===== config.mk =====
export PLATFORM = sky130hd
export DESIGN_NAME = sorted_linked_list_engine
export DESIGN_NICKNAME = d
export VERILOG_FILES = /design/src/rtl/sll_pkg.sv /design/src/rtl/sorted_linked_list_engine.sv /design/src/rtl/sll_ctrl.sv /design/src/rtl/sll_dp.sv
export SDC_FILE = /design/constraint.sdc
export NUM_CORES = 1
export LEC_CHECK = 0
export ABC_AREA = 1
export BUFFER_PORTS_ARGS = -buffer_cell sky130_fd_sc_hd__buf_2
export CORE_MARGIN = 3
export CORE_UTILIZATION = 35
export DETAILED_ROUTE_END_ITERATION = 8
export GPL_ROUTABILITY_DRIVEN = 1
export PLACE_DENSITY = 0.58
export SETUP_SLACK_MARGIN = 0.2
export SYNTH_ARGS = -nofsm -noshare
export SYNTH_HDL_FRONTEND = slang
export SYNTH_SLANG_ARGS = --single-unit

===== constraint.sdc =====
create_clock -name i_clk -period 3.7 [get_ports i_clk]
set_input_delay 0.37 -clock i_clk [delete_from_list [all_inputs] [get_ports i_clk]]
set_output_delay 0.37 -clock i_clk [all_outputs]
set_load 0.05 [all_outputs]

===== src/rtl/sll_pkg.sv =====
// shared types and constants for the sorted linked list engine
// no dependencies; imported by every other file in rtl
package sll_pkg;

    localparam int KEY_BITS  = 20;
    localparam int COUNT_W   = 5;
    localparam int NODES_DEF = 16;

    typedef enum logic {
        OP_INSERT = 1'b0,
        OP_REMOVE = 1'b1
    } t_op;

    typedef enum logic [1:0] {
        ST_DONE    = 2'd0,
        ST_FULL    = 2'd1,
        ST_MISSING = 2'd2
    } t_status;

    typedef struct packed {
        t_op                 op;
        logic [KEY_BITS-1:0] key;
    } t_req;

    typedef struct packed {
        t_status             status;
        logic [COUNT_W-1:0]  count;
    } t_rsp;

    typedef enum logic [2:0] {
        S_IDLE,
        S_START,
        S_WALK,
        S_CHECK,
        S_LINK1,
        S_LINK2,
        S_RESULT
    } t_state;

    // controller to datapath
    typedef struct packed {
        logic    load_req;
        logic    rd_cur;
        logic    step;
        logic    hit;
        logic    link1;
        logic    link2;
        logic    load_out;
        t_status status;
    } t_dp_cmd;

    // datapath to controller
    typedef struct packed {
        logic is_remove;
        logic full;
        logic cur_null;
        logic less;
        logic next_null;
        logic hit_eq;
        logic out_busy;
    } t_dp_stat;

endpackage


===== src/rtl/sorted_linked_list_engine.sv =====
// sorted linked list engine: one request at a time; the walk visits the held nodes one per
// cycle via the registered read port; a full insert skips the walk and the relinking, and a
// remove with no match skips the relinking; a result waits while the one before is still
// held, and the next request is taken the cycle after the result is registered. synchronous
// active-low reset empties the list at once, no clearing pass: unused nodes are handed out in
// order from a fill counter
module sorted_linked_list_engine #(
    parameter int NODES = sll_pkg::NODES_DEF
) (
    input  logic          i_clk,
    input  logic          i_rst_n,
    input  logic          i_in_valid,
    output logic          o_in_ready,
    input  sll_pkg::t_req i_in_data,
    output logic          o_out_valid,
    input  logic          i_out_ready,
    output sll_pkg::t_rsp o_out_data
);
    import sll_pkg::*;

    t_dp_cmd  cmd;
    t_dp_stat stat;

    sll_ctrl u_ctrl (
        .i_clk      (i_clk),
        .i_rst_n    (i_rst_n),
        .i_in_valid (i_in_valid),
        .i_stat     (stat),
        .o_in_ready (o_in_ready),
        .o_cmd      (cmd)
    );

    sll_dp #(
        .NODES (NODES)
    ) u_dp (
        .i_clk       (i_clk),
        .i_rst_n     (i_rst_n),
        .i_in_valid  (i_in_valid),
        .i_in_data   (i_in_data),
        .i_out_ready (i_out_ready),
        .i_cmd       (cmd),
        .o_stat      (stat),
        .o_out_valid (o_out_valid),
        .o_out_data  (o_out_data)
    );

endmodule


===== src/rtl/sll_ctrl.sv =====
// sequencing state machine for the list walk and relinking
// depends on sll_pkg
module sll_ctrl (
    input  logic              i_clk,
    input  logic              i_rst_n,
    input  logic              i_in_valid,
    input  sll_pkg::t_dp_stat i_stat,
    output logic              o_in_ready,
    output sll_pkg::t_dp_cmd  o_cmd
);
    import sll_pkg::*;

    t_state  r_state, n_state;
    t_status r_result, n_result;

    always_ff @(posedge i_clk) begin
        if (!i_rst_n) begin
            r_state  <= S_IDLE;
            r_result <= ST_DONE;
        end else begin
            r_state  <= n_state;
            r_result <= n_result;
        end
    end

    always_comb begin
        n_state    = r_state;
        n_result   = r_result;
        o_cmd      = '0;
        o_cmd.status = r_result;
        o_in_ready = 1'b0;
        case (r_state)
            S_IDLE: begin
                o_in_ready = 1'b1;
                if (i_in_valid) begin
                    o_cmd.load_req = 1'b1;
                    n_state        = S_START;
                end
            end
            S_START: begin
                if (!i_stat.is_remove && i_stat.full) begin
                    n_result = ST_FULL;
                    n_state  = S_RESULT;
                end else if (i_stat.cur_null) begin
                    n_state = S_CHECK;
                end else begin
                    o_cmd.rd_cur = 1'b1;
                    n_state      = S_WALK;
                end
            end
            S_WALK: begin
                // one node compared per cycle, next read issued from the link just read
                if (i_stat.less) begin
                    o_cmd.step = 1'b1;
                    if (i_stat.next_null) begin
                        n_state = S_CHECK;
                    end
                end else begin
                    o_cmd.hit = 1'b1;
                    n_state   = S_CHECK;
                end
            end
            S_CHECK: begin
                if (i_stat.is_remove && (i_stat.cur_null || !i_stat.hit_eq)) begin
                    n_result = ST_MISSING;
                    n_state  = S_RESULT;
                end else begin
                    n_state = S_LINK1;
                end
            end
            S_LINK1: begin
                o_cmd.link1 = 1'b1;
                n_state     = S_LINK2;
            end
            S_LINK2: begin
                o_cmd.link2 = 1'b1;
                n_result    = ST_DONE;
                n_state     = S_RESULT;
            end
            S_RESULT: begin
                if (!i_stat.out_busy) begin
                    o_cmd.load_out = 1'b1;
                    n_state        = S_IDLE;
                end
            end
            default: begin
                n_state = S_IDLE;
            end
        endcase
    end

endmodule


===== src/rtl/sll_dp.sv =====
// node pool, link memory, list and free list pointers, output register
// depends on sll_pkg
module sll_dp #(
    parameter int NODES = sll_pkg::NODES_DEF
) (
    input  logic              i_clk,
    input  logic              i_rst_n,
    input  logic              i_in_valid,
    input  sll_pkg::t_req     i_in_data,
    input  logic              i_out_ready,
    input  sll_pkg::t_dp_cmd  i_cmd,
    output sll_pkg::t_dp_stat o_stat,
    output logic              o_out_valid,
    output sll_pkg::t_rsp     o_out_data
);
    import sll_pkg::*;

    localparam int LINK_W = $clog2(NODES + 1);
    localparam int IDX_W  = $clog2(NODES);
    localparam logic [LINK_W-1:0] LINK_NULL = LINK_W'(NODES);

    logic [KEY_BITS-1:0] key_mem  [NODES];
    logic [LINK_W-1:0]   link_mem [NODES];

    logic [KEY_BITS-1:0] r_key;
    t_op                 r_op;
    logic [LINK_W-1:0]   r_cur, r_prev, r_node, r_at_next;
    logic                r_eq;
    logic [LINK_W-1:0]   r_list_head, r_rec_head, r_fill, r_count;
    logic [KEY_BITS-1:0] r_rd_key;
    logic [LINK_W-1:0]   r_rd_next, r_free_next;
    logic                r_out_valid;
    t_rsp                r_out;

    logic [LINK_W-1:0]   rd_addr, alloc, link_wa, link_wd;
    logic                rd_en, link_we, key_we, is_ins, prev_null, next_null;

    assign is_ins    = (r_op == OP_INSERT);
    assign prev_null = (r_prev == LINK_NULL);
    assign next_null = (r_rd_next == LINK_NULL);
    // recycled nodes first, then nodes never handed out
    assign alloc     = (r_rec_head == LINK_NULL) ? r_fill : r_rec_head;
    assign rd_addr   = i_cmd.step ? r_rd_next : r_cur;
    assign rd_en     = i_cmd.rd_cur | (i_cmd.step & !next_null);
    assign key_we    = i_cmd.link1 & is_ins;

    always_comb begin
        link_we = 1'b0;
        link_wa = r_cur;
        link_wd = r_rec_head;
        if (i_cmd.link1) begin
            link_we = 1'b1;
            if (is_ins) begin
                link_wa = alloc;
                link_wd = r_cur;
            end
        end else if (i_cmd.link2 && !prev_null) begin
            link_we = 1'b1;
            link_wa = r_prev;
            link_wd = is_ins ? r_node : r_at_next;
        end
    end

    always_ff @(posedge i_clk) begin
        if (link_we) begin
            link_mem[link_wa[IDX_W-1:0]] <= link_wd;
        end
        if (key_we) begin
            key_mem[alloc[IDX_W-1:0]] <= r_key;
        end
        if (rd_en) begin
            r_rd_key  <= key_mem[rd_addr[IDX_W-1:0]];
            r_rd_next <= link_mem[rd_addr[IDX_W-1:0]];
        end
        // second read port follows the head of the recycled chain
        r_free_next <= link_mem[r_rec_head[IDX_W-1:0]];
    end

    always_ff @(posedge i_clk) begin
        if (i_cmd.load_req && i_in_valid) begin
            r_op   <= i_in_data.op;
            r_key  <= i_in_data.key;
            r_cur  <= r_list_head;
            r_prev <= LINK_NULL;
        end
        if (i_cmd.step) begin
            r_prev <= r_cur;
            r_cur  <= r_rd_next;
        end
        if (i_cmd.hit) begin
            r_eq      <= (r_rd_key == r_key);
            r_at_next <= r_rd_next;
        end
        if (i_cmd.link1) begin
            r_node <= alloc;
        end
        if (i_cmd.load_out) begin
            r_out.status <= i_cmd.status;
            r_out.count  <= COUNT_W'(r_count);
        end
    end

    always_ff @(posedge i_clk) begin
        if (!i_rst_n) begin
            r_list_head <= LINK_NULL;
            r_rec_head  <= LINK_NULL;
            r_fill      <= '0;
            r_count     <= '0;
            r_out_valid <= 1'b0;
        end else begin
            if (i_cmd.link1) begin
                if (is_ins) begin
                    if (r_rec_head == LINK_NULL) begin
                        r_fill <= r_fill + 1'b1;
                    end else begin
                        r_rec_head <= r_free_next;
                    end
                    r_count <= r_count + 1'b1;
                end else begin
                    r_rec_head <= r_cur;
                    r_count    <= r_count - 1'b1;
                end
            end
            if (i_cmd.link2 && prev_null) begin
                r_list_head <= is_ins ? r_node : r_at_next;
            end
            if (i_cmd.load_out) begin
                r_out_valid <= 1'b1;
            end else if (i_out_ready) begin
                r_out_valid <= 1'b0;
            end
        end
    end

    assign o_stat.is_remove = (r_op == OP_REMOVE);
    assign o_stat.full      = (r_count == LINK_NULL);
    assign o_stat.cur_null  = (r_cur == LINK_NULL);
    assign o_stat.less      = (r_rd_key < r_key);
    assign o_stat.next_null = next_null;
    assign o_stat.hit_eq    = r_eq;
    assign o_stat.out_busy  = r_out_valid & !i_out_ready;

    assign o_out_valid = r_out_valid;
    assign o_out_data  = r_out;

endmodule


; ---- After elaboration in Yosys (flattened, before gate mapping)
; Memory sizes are Yosys's and may differ from the RTL's. A register that Yosys moved wholly into a read port is not among the register bits.
; Cells that the tools add are included.
[classes]
n_lt_le_gt_ge = 1
addsub = 3
n_mux = 48
bitwise_logic = 5
n_eq_ne = 18
n_reduce_logical = 19
[ops]
columns = op, n
row1 = 2-to-1 mux 5 bit, 12
row2 = "== test 5 bit, second input constant", 5
row3 = 2-to-1 mux 1 bit, 21
row4 = one-hot mux 3 bit (7 select lines), 1
row5 = == test 20 bit, 1
row6 = < comparator 20 bit, 1
row7 = 2-to-1 mux 4 bit, 4
row8 = 2-to-1 mux 3 bit, 5
row9 = "adder 5 x 1 -> 5 bit, second input constant", 2
row10 = "== test 3 bit, second input constant", 3
row11 = AND reduction 3 bit, 3
row12 = 2-to-1 mux 2 bit, 4
row13 = "== test 3 x 2 -> 1 bit, second input constant", 2
row14 = "inequality test 2 x 1 -> 1 bit, second input constant", 3
row15 = one-hot mux 2 bit (3 select lines), 1
row16 = logical AND 1 bit, 5
row17 = zero test 1 bit, 5
row18 = "subtractor 5 x 1 -> 5 bit, second input constant", 1
row19 = "inequality test 2 bit, second input constant", 2
row20 = nonzero test 2 bit, 2
row21 = AND 1 bit, 3
row22 = "== test 3 x 1 -> 1 bit, second input constant", 1
row23 = zero test 3 bit, 1
row24 = "inequality test 3 x 2 -> 1 bit, second input constant", 1
row25 = 5 further kinds, 5
[word_totals]
regBits = 75
out_inout_bits = 9
inputBits = 25
ram_bits = 400
elab_cells = 112
memories = 2
[mem_list]
columns = memory, depth, width, rd, rd_clocked_by_memory_dff, wr, line
row1 = u_dp.key_mem, 16, 20, 1, 1, 1, sll_dp.sv:22  ; logic [KEY_BITS-1:0] key_mem [NODES];
row2 = u_dp.link_mem, 16, 5, 2, 2, 1, sll_dp.sv:23  ; logic [LINK_W-1:0] link_mem [NODES];

; ---- Longest topological paths before layout
; Gate-level depths: netlist of the first run.
[logic_depth]
depth_word = 7
depth_mapped = 19
ltp_nobuf = 17

; ---- Modules after synthesis
; A second synthesis of the first run with hierarchy kept.
[hier_totals]
hier_cells = 1952
hier_area_um2 = 22103.7
[modules_own_cells]
columns = module, area_per_inst_um2, seq_area_each_um2, instances, cells_each
row1 = sll_dp, 21724.6, 14754.2, 1, 1885
row2 = sll_ctrl, 379.1, 100.1, 1, 67

; ---- Least setup slack after synthesis of the first run
; No wires, ideal clock.
[synth_path]
path_type = register to register
startpoint = register u_ctrl.r_state[2]
endpoint = memory u_dp.key_mem[13][0], enable pin
setup_slack_ns = 0.317
setup_time_ns = 0.422
path_buffers = 1
arrival_ns = 2.961
t_required_ns = 3.278
period_less_slack_ns = 3.383
path_stages_with_launch = 8
cell_sequence = dfxtp_1 > inv_1 > nor2_2 > clkinv_1 > clkbuf_1 > nor2_1 > nand3_1 > nor3_1
[synth_between]
elab_chain_len = 5
[synth_rtl]
columns = element, line
row1 = start: declaration, sll_ctrl.sv:13  ; t_state r_state, n_state;
row2 = start signal: assignment, sll_ctrl.sv:21  ; r_state <= n_state;
row3 = == test 3 bit, sll_ctrl.sv:32  ; case (r_state)
row4 = 2-to-1 mux 1 bit, sll_ctrl.sv:32
row5 = AND 1 bit, sll_dp.sv:45  ; assign key_we = i_cmd.link1 & is_ins;
row6 = 2-to-1 mux 1 bit, sll_dp.sv:68  ; if (key_we) begin
row7 = 2-to-1 mux 1 bit (implied by the code), sll_dp.sv:69  ; key_mem[alloc[IDX_W-1:0]] <= r_key;
row8 = end: declaration, sll_dp.sv:22
; No other way between the ends.

; ---- Worst setup path in the final report of the first run
[layout_path]
startpoint = register u_dp.r_key[14]
endpoint = register u_dp.r_rd_key[8], read port of u_dp.key_mem (data pin)
[layout_between]
elab_chain_len = 5
word_cells_on_any_way = 6
classes_between = order compare (1) / mux (3) / bitwise (2)
[layout_rtl]
columns = element, line
row1 = start: declaration, sll_dp.sv:25  ; logic [KEY_BITS-1:0] r_key;
row2 = start signal: assignment, sll_dp.sv:82  ; r_key <= i_in_data.key;
row3 = < comparator 20 bit *, sll_dp.sv:138  ; assign o_stat.less = (r_rd_key < r_key);
row4 = 2-to-1 mux 1 bit *, sll_ctrl.sv:53  ; if (i_stat.less) begin
row5 = 2-to-1 mux 2 bit *, sll_ctrl.sv:32
row6 = AND 1 bit, sll_dp.sv:44  ; assign rd_en = i_cmd.rd_cur | (i_cmd.step & !next_null);
row7 = bitwise OR 1 bit, sll_dp.sv:44
row8 = end: declaration, sll_dp.sv:30  ; logic [KEY_BITS-1:0] r_rd_key;
; Every way passes the cells marked *; elsewhere a longest branch is shown, timed or not.
; A chain may end at the register's enable or synchronous reset.

==> impl_metrics.env, run 1 <==
export IMPL_power_leakage_nw=11.0
export IMPL_io_buffers=33
export IMPL_cts_made_buffers=52
export IMPL_yosysSeqAreaShare=0.642
export IMPL_synth_compound_area_share=0.0411
export IMPL_synthAdderAreaFrac=0.0138
export IMPL_antenna_found_initial=0
export IMPL_first_iter_violations=1920
export IMPL_worstPathArrival_ns=3.59
export IMPL_rsz0062_at_grt="no"
export IMPL_io_pins=34
export IMPL_finalWirelength_mm=64.1
export IMPL_synth_edf_count=474
export IMPL_synth_mux_area_fraction=0.00130
export IMPL_dpl_worst_slack_ns=0.536
export IMPL_grt_first_pass_wirelength_mm=96.9
export IMPL_reg2reg_to="u_dp.r_rd_key[8]"
export IMPL_crit_fanout=16
export IMPL_final_min_clock_period_ns=3.24
export IMPL_setup_violations=0
export IMPL_cp_required_ns=4.05
export IMPL_layout_nets=2422
export IMPL_fin_tns_setup_ns=0
export IMPL_die_h_um=263
export IMPL_wl_per_cell_um=19.6
export IMPL_stdcell_count=3269
export IMPL_r2r_cells=14
export IMPL_gp_congestion=0.861
export IMPL_synth_top_family_by_area="simple AND/OR/NAND/NOR gates"
export IMPL_placed_area_um2=24900
export IMPL_path_class="reg2reg"
export IMPL_drv_slew=0
export IMPL_coreArea_um2=64900
export IMPL_cts_tree="done"
export IMPL_hold_class="in2reg"
export IMPL_r2r_setup_slack_ns=0.46
export IMPL_synth_simple_area_share=0.207
export IMPL_max_freq_mhz=309
export IMPL_synthesis_area_um2=23200
export IMPL_remaining_drc_errors=0
export IMPL_first_pass_iters=6
export IMPL_ant_nets=0
export IMPL_grt_pass1_vias=15900
export IMPL_die_w_um=263
export IMPL_path_cells="inv_1 > ha_1 > nand4_1 > nor2_1 > nand2_1 > nor2_2 > nor2_4 > nand3_4 > inv_4 > o21ai_4 > buf_4 > nand3_1 > nand3_1 > nand2_1"
export IMPL_cp_slowest_stage_delay_ns=0.48
export IMPL_clock_path_buffers=3
export IMPL_final_core_util=0.412
export IMPL_cts_resized=0
export IMPL_end_kind="flip-flop"
export IMPL_critPathCapture="u_dp.r_rd_key[8]"
export IMPL_power_mw=20.7
export IMPL_layout_drive_gt1_share=0.107
export IMPL_skew_ns=0.0340
export IMPL_fin_area_um2=26800
export IMPL_synth_warnings=0
export IMPL_worst_path_max_delay_cell="o21ai_4"
export IMPL_cp_start_kind="flip-flop"
export IMPL_async_flop_share=0
export IMPL_status="completed"
export IMPL_critPathLaunch="u_dp.r_key[14]"
export IMPL_clk_pin_slew_ns=0.07
export IMPL_synth_nets=2318
export IMPL_post_route_period_util=0.876
export IMPL_setup_slack_ns=0.460
export IMPL_grt_total_usage=0.180
export IMPL_vias=16800
export IMPL_vdd_ir_drop_worst_mv=0.479
export IMPL_diodes=0
export IMPL_hold_viol_final=0
export IMPL_grt_overflow=0
export IMPL_rows=93
export IMPL_relSlewSlack=0.362
export IMPL_via_per_inst=5.14
export IMPL_clk_latency_ns=0.62
export IMPL_synthFlopType="edfxtp_1"
export IMPL_cap_violations=0
export IMPL_cts_root_buf="clkbuf_16"
export IMPL_synth_seq_cells=505
export IMPL_power_density_nw_per_um2=774
export IMPL_r2r_start="u_dp.r_key[14]"
export IMPL_cts_num_sinks=505
export IMPL_initial_core_util=0.357
export IMPL_syn_inst=2268
export IMPL_area_delta_synth_final_pct=15.7
export IMPL_cts_htree_levels=2
export IMPL_grt_max_degree=86
export IMPL_avgSynthCellArea_um2=10.2
export IMPL_synth_cell_types=46
export IMPL_place_inst=3152
export IMPL_synth_xor_area_frac=0.000378
export IMPL_tightest_slew_ns=0.949
export IMPL_dieArea_um2=69300
export IMPL_dpl_hpwl_mm=39.3
export IMPL_whs_ns=0.0415
## power by group
group	internal, mW	switching [mW]	leakage [nW]	total (mW)
Combinational	2.57	5.65	5.60	8.22
Clock	2.85	2.24	0.803	5.09
Sequential	7.14	0.270	4.55	7.41
Total	12.6	8.15	11.0	20.7
## logic make-up (layout without fill, tap and decap cells)
| logic type | count (synthesis) | after routing |
|---|---|---|
| AOI/OAI and AO/OA | 163 | 163 |
| adders and majority gates | 25 | 25 |
| buffers and inverters | 544 | 690 |
| DFF | 505 | 505 |
| and+or+nand+nor | 1027 | 1027 |
| muxes | 3 | 3 |
| xor gates and xnor gates | 1 | 1 |
## synthesized netlist by cell type, types with 4 or more instances
cell type / n / share of area
nand3b_1: 69 / 0.022
inv_1: 424 / 0.069
inv_2: 4 / 0.00065
nand4_1: 10 / 0.0027
buf_2: 37 / 0.0080
buf_1: 6 / 0.00097
edfxtp_1: 474 / 0.61
ha_1: 24 / 0.013
o2111ai_1: 7 / 0.0026
o21ai_0: 63 / 0.014
dfxtp_1: 31 / 0.027
a32oi_1: 4 / 0.0015
nor2_1: 78 / 0.013
buf_4: 23 / 0.0075
clkbuf_1: 44 / 0.0071
a21oi_1: 58 / 0.013
nand2_1: 406 / 0.066
nand3_1: 431 / 0.093
nand2_2: 6 / 0.0016
o211ai_1: 11 / 0.0036
nor3_1: 15 / 0.0032
## worst min-delay path by stage
stage                       start                  to  slack [ns]  depth (start not counted)
2_1_floorplan  u_ctrl.r_result[1]  u_dp.o_out_data[6]        0.40                          0
3_3_place_gp   u_ctrl.r_result[0]  u_dp.o_out_data[5]        0.43                          0
3_5_place_dp      u_dp.r_count[0]  u_dp.o_out_data[0]        0.42                          0
4_1_cts                i_in_valid   u_ctrl.r_state[1]        0.02                          3
5_1_grt                i_in_valid   u_ctrl.r_state[1]        0.05                          3
6_report               i_in_valid   u_ctrl.r_state[1]        0.04                          3
## metal layers
metal | track usage | wire length, um
met4 | 0.0513 | 1610
met2 | 0.286 | 29200
met3 | 0.0246 | 4600
met5 | 0 | 0
met1 | 0.259 | 28600
## registers in the layout, indices dropped and copies added (netlist names)
signal            flops
u_dp.link_mem        80
u_dp.r_node           5
u_dp.r_prev           5
u_dp.r_free_next      5
u_dp.r_eq             1
u_dp.r_at_next        5
u_dp.r_fill           5
u_ctrl.r_result       2
u_dp.r_op             1
u_dp.o_out_valid      1
u_dp.r_rd_key        20
u_ctrl.r_state        3
u_dp.r_cur            5
u_dp.r_rec_head       5
u_dp.key_mem        320
u_dp.r_count          5
u_dp.r_key           20
u_dp.r_list_head      5
u_dp.r_rd_next        5
u_dp.o_out_data       7
## timing repair
action,4_1_cts,5_1_grt
buffers inserted,0,0
hold endpoints to repair,21,0
endpoints found under the setup margin,0,0
hold buffers,21,0
## layout by cell type (no fill, tap or decap), drive strengths merged
| cell | synthesis | routed |
|---|---|---|
| o2111ai | 7 | 7 |
| dfxtp | 31 | 31 |
| bufinv | 0 | 1 |
| o41ai | 1 | 1 |
| clkbuf | 44 | 76 |
| nor3b | 1 | 1 |
| edfxtp | 474 | 474 |
| o22ai | 1 | 1 |
| a21oi | 58 | 58 |
| nor2 | 83 | 83 |
| fa | 1 | 1 |
| o311ai | 1 | 1 |
| a31oi | 1 | 1 |
| xor2 | 1 | 1 |
| nand2 | 412 | 412 |
| o211ai | 11 | 11 |
| clkinv | 2 | 17 |
| a21o | 3 | 3 |
| mux2i | 3 | 3 |
| dlygate4sd3 | 0 | 21 |
| o221ai | 1 | 1 |
| or2 | 2 | 2 |
| o21ai | 70 | 70 |
| inv | 429 | 433 |
| ha | 24 | 24 |
| nor3 | 15 | 15 |
| nand3b | 69 | 69 |
| nand4 | 12 | 12 |
| nand3 | 432 | 432 |
| o31ai | 2 | 2 |
| a32oi | 4 | 4 |
| a211oi | 3 | 3 |
| nor4 | 1 | 1 |
| buf | 69 | 142 |
## worst max-delay path: cells and delay by family, from the launching register on
family	cells	cell delay (ns)
DFF	1	0.43
and+or+nand+nor	9	1.25
AOI/OAI and AO/OA	1	0.48
adders and majority gates	1	0.29
buffers and inverters	3	0.51
## layout make-up
class | instances | area [um^2]
repair buffers | 163 | 1420
clock inverters | 20 | 156
inverters | 431 | 1620
well taps | 855 | 1070
clock buffers | 76 | 1470
multi-input cells | 1219 | 6190
fillers | 6183 | 38200
flip-flops and latches | 505 | 14900
Power figures use the tool's default switching activity.
==> run 2, diff against run 1 <==
Settings changed: ABC_AREA 1 to unset.
==> impl_metrics.env, run 2 <==
export IMPL_layout_nets=1537
export IMPL_initial_core_util=0.355
export IMPL_ys_top_cells_by_count="474 x edfxtp_1, 229 x mux2i_1, 103 x o22ai_1"
export IMPL_io_pins=34
export IMPL_synth_edf_count=474
export IMPL_remaining_drc_errors=0
export IMPL_yosysSeqAreaShare=0.721
export IMPL_power_mw=19.7
export IMPL_largest_reg_flops=320
export IMPL_stdcell_count=2292
export IMPL_avgSynthCellArea_um2=15.9
export IMPL_cts_root_buf="clkbuf_16"
export IMPL_cts_num_sinks=505
export IMPL_fillerInstances=5024
export IMPL_clk_pin_slew_ns=0.06
export IMPL_vias=12100
export IMPL_synth_cell_types=52
export IMPL_wl_per_cell_um=23.3
export IMPL_grt_total_usage=0.169
export IMPL_hold_class="in2reg"
export IMPL_coreArea_um2=58000
export IMPL_synth_most_common_cell="edfxtp_1"
export IMPL_cp_slowest_stage_delay_ns=0.46
export IMPL_cp_start_kind="flip-flop"
export IMPL_layout_commonest_cell="edfxtp_1"
export IMPL_hold_depth=1
export IMPL_whs_ns=0.0554
export IMPL_grt_max_degree=34
export IMPL_max_freq_mhz=275
export IMPL_cts_made_buffers=52
export IMPL_reg2reg_to="u_dp.r_rd_next[2]"
export IMPL_path_class="reg2reg"
export IMPL_hold_viol_final=0
export IMPL_synthFlopType="edfxtp_1"
export IMPL_rsz0062_at_grt="yes"
export IMPL_cts_tree="done"
export IMPL_rows=88
export IMPL_final_cell_mix="474 x edfxtp_1, 210 x mux2i_1, 99 x buf_4"
export IMPL_synthesis_area_um2=20600
export IMPL_grt_overflow=0
export IMPL_finalWirelength_mm=53.4
export IMPL_final_min_clock_period_ns=3.64
export IMPL_vdd_ir_drop_worst_mv=0.456
export IMPL_die_h_um=249
export IMPL_r2r_start="u_dp.r_key[13]"
export IMPL_worstPathArrival_ns=3.97
export IMPL_grt_first_pass_wirelength_mm=78.3
export IMPL_cts_htree_levels=2
export IMPL_hold_path_endpoint="u_dp.r_key[19]"
export IMPL_crit_fanout=9
export IMPL_synth_nets=1347
export IMPL_dpl_hpwl_mm=32.9
export IMPL_cp_required_ns=4.03
export IMPL_via_per_inst=5.28
export IMPL_synth_seq_cells=505
export IMPL_r2r_setup_slack_ns=0.06
export IMPL_clk_latency_ns=0.59
export IMPL_ant_nets=0
export IMPL_relSlewSlack=0.420
export IMPL_setup_violations=0
export IMPL_netlist_area_leader_share=0.691
export IMPL_dieArea_um2=61800
export IMPL_io_buffers=33
export IMPL_worst_path_max_delay_cell="or4_1"
export IMPL_end_kind="flip-flop"
export IMPL_first_iter_violations=1049
export IMPL_die_w_um=249
export IMPL_diodes=0
export IMPL_skew_ns=0.0253
export IMPL_drv_slew=0
export IMPL_post_route_period_util=0.984
export IMPL_syn_inst=1297
export IMPL_cap_violations=0
export IMPL_min_from="i_in_data[19]"
export IMPL_synth_area_leaders="edfxtp_1 69%, mux2i_1 11%, o22ai_1 3.1%, dfxtp_1 3.0%, nor2_1 1.5%"
export IMPL_async_flop_share=0
export IMPL_r2r_cells=13
export IMPL_synth_top_area_cell="edfxtp_1"
export IMPL_tightest_slew_ns=0.869
export IMPL_clock_path_buffers=3
export IMPL_layout_drive_gt1_share=0.216
export IMPL_path_cells="inv_2 > ha_4 > nand4_1 > nor4_2 > a21boi_2 > nand4b_4 > mux2i_4 > buf_4 > buf_12 > bufbuf_16 > mux2i_2 > o22ai_1 > or4_1"
export IMPL_area_delta_synth_final_pct=23.1
export IMPL_synth_warnings=0
export IMPL_antenna_found_initial=0
export IMPL_gp_congestion=0.861
export IMPL_first_pass_iters=5
export IMPL_fin_tns_setup_ns=0
export IMPL_status="completed"
export IMPL_power_density_nw_per_um2=777
export IMPL_place_inst=2148
export IMPL_power_leakage_nw=9.22
export IMPL_grt_pass1_vias=12100
## run 2: cells by family (layout without fill, tap and decap cells)
group / after synthesis / count (layout) / share of synthesized area
flip-flops: 505 / 505 / 0.721
multiplexers: 246 / 246 / 0.126
AND/OR/NAND/NOR: 205 / 205 / 0.0487
AO/OA/AOI/OAI: 202 / 202 / 0.0636
buffers and inverters: 106 / 336 / 0.0219
adder cells (fa/ha/maj): 25 / 25 / 0.0155
XOR/XNOR: 8 / 8 / 0.00340
## run 2: where the power goes
| group | internal, mW | total, mW | switching (mW) |
|---|---|---|---|
| logic | 3.37 | 7.07 | 3.70 |
| clock network | 3.08 | 5.21 | 2.12 |
| registers | 7.11 | 7.43 | 0.326 |
| total | 13.6 | 19.7 | 6.15 |
## run 2: worst max-delay path by stage
stage | from | endpoint | slack, ns | cells past startpoint
after floorplan | u_dp.r_key[19] | u_dp.r_rd_key[18] | 0.22 | 12
after global placement | u_dp.r_key[15] | u_dp.r_rd_key[10] | -0.11 | 12
after detailed placement | u_dp.r_key[15] | u_dp.r_rd_key[10] | -0.24 | 12
after CTS | u_dp.r_key[15] | u_dp.r_rd_key[7] | 0.01 | 14
after global routing | u_dp.r_key[15] | u_dp.r_rd_next[2] | -0.08 | 13
final | u_dp.r_key[13] | u_dp.r_rd_next[2] | 0.06 | 13
## run 2: repair_timing
action	4_1_cts	5_1_grt
cloned	9	3
hold buffers	21	0
endpoints found under the setup margin	25	50
buffers inserted	13	4
endpoints found under the hold margin	22	0
gates resized for setup	45	27
pin swaps	8	19
## run 2: final cells by class
type | instances | area, um^2 | area share
clock inverters | 38 | 359 | 0.0142
multi-input cells | 686 | 5590 | 0.220
repair buffers | 201 | 2120 | 0.0837
flip-flops and latches | 505 | 14900 | 0.585
inverters | 41 | 154 | 0.00606
clock buffers | 56 | 1340 | 0.0527
well taps | 765 | 957 | 0.0377
## run 2: worst max-delay path: cells and delay by family (launching register included)
kind | cells | cell delay (ns)
AND/OR/NAND/NOR | 4 | 1.21
multiplexers | 2 | 0.50
buffers and inverters | 4 | 0.63
AO/OA/AOI/OAI | 2 | 0.35
adder cells (fa/ha/maj) | 1 | 0.26
flip-flops | 1 | 0.41
## run 2: metal layers
metal  vias to the layer above  GRT usage  part of all wire  routed length [um]
met2                       430      0.271              0.46               24800
met4                         0     0.0452             0.022                1160
met1                      6096      0.234              0.45               23900
met3                        77     0.0344             0.067                3570
met5                         -          0                 0                   0
li1                       5491          -                 -                   -
## run 2: stage by stage
| stage | util | worst slack, ns | area (um^2) |
|---|---|---|---|
| finish | 0.437 | 0.0604 | 25400 |
| global route | 0.437 | -0.0794 | 25400 |
| CTS | 0.433 | 0.0135 | 25100 |
| detailed placement | 0.390 | -0.244 | 22600 |
| global placement | 0.390 | -0.115 | 22600 |
| floorplan | - | 0.224 | 20600 |
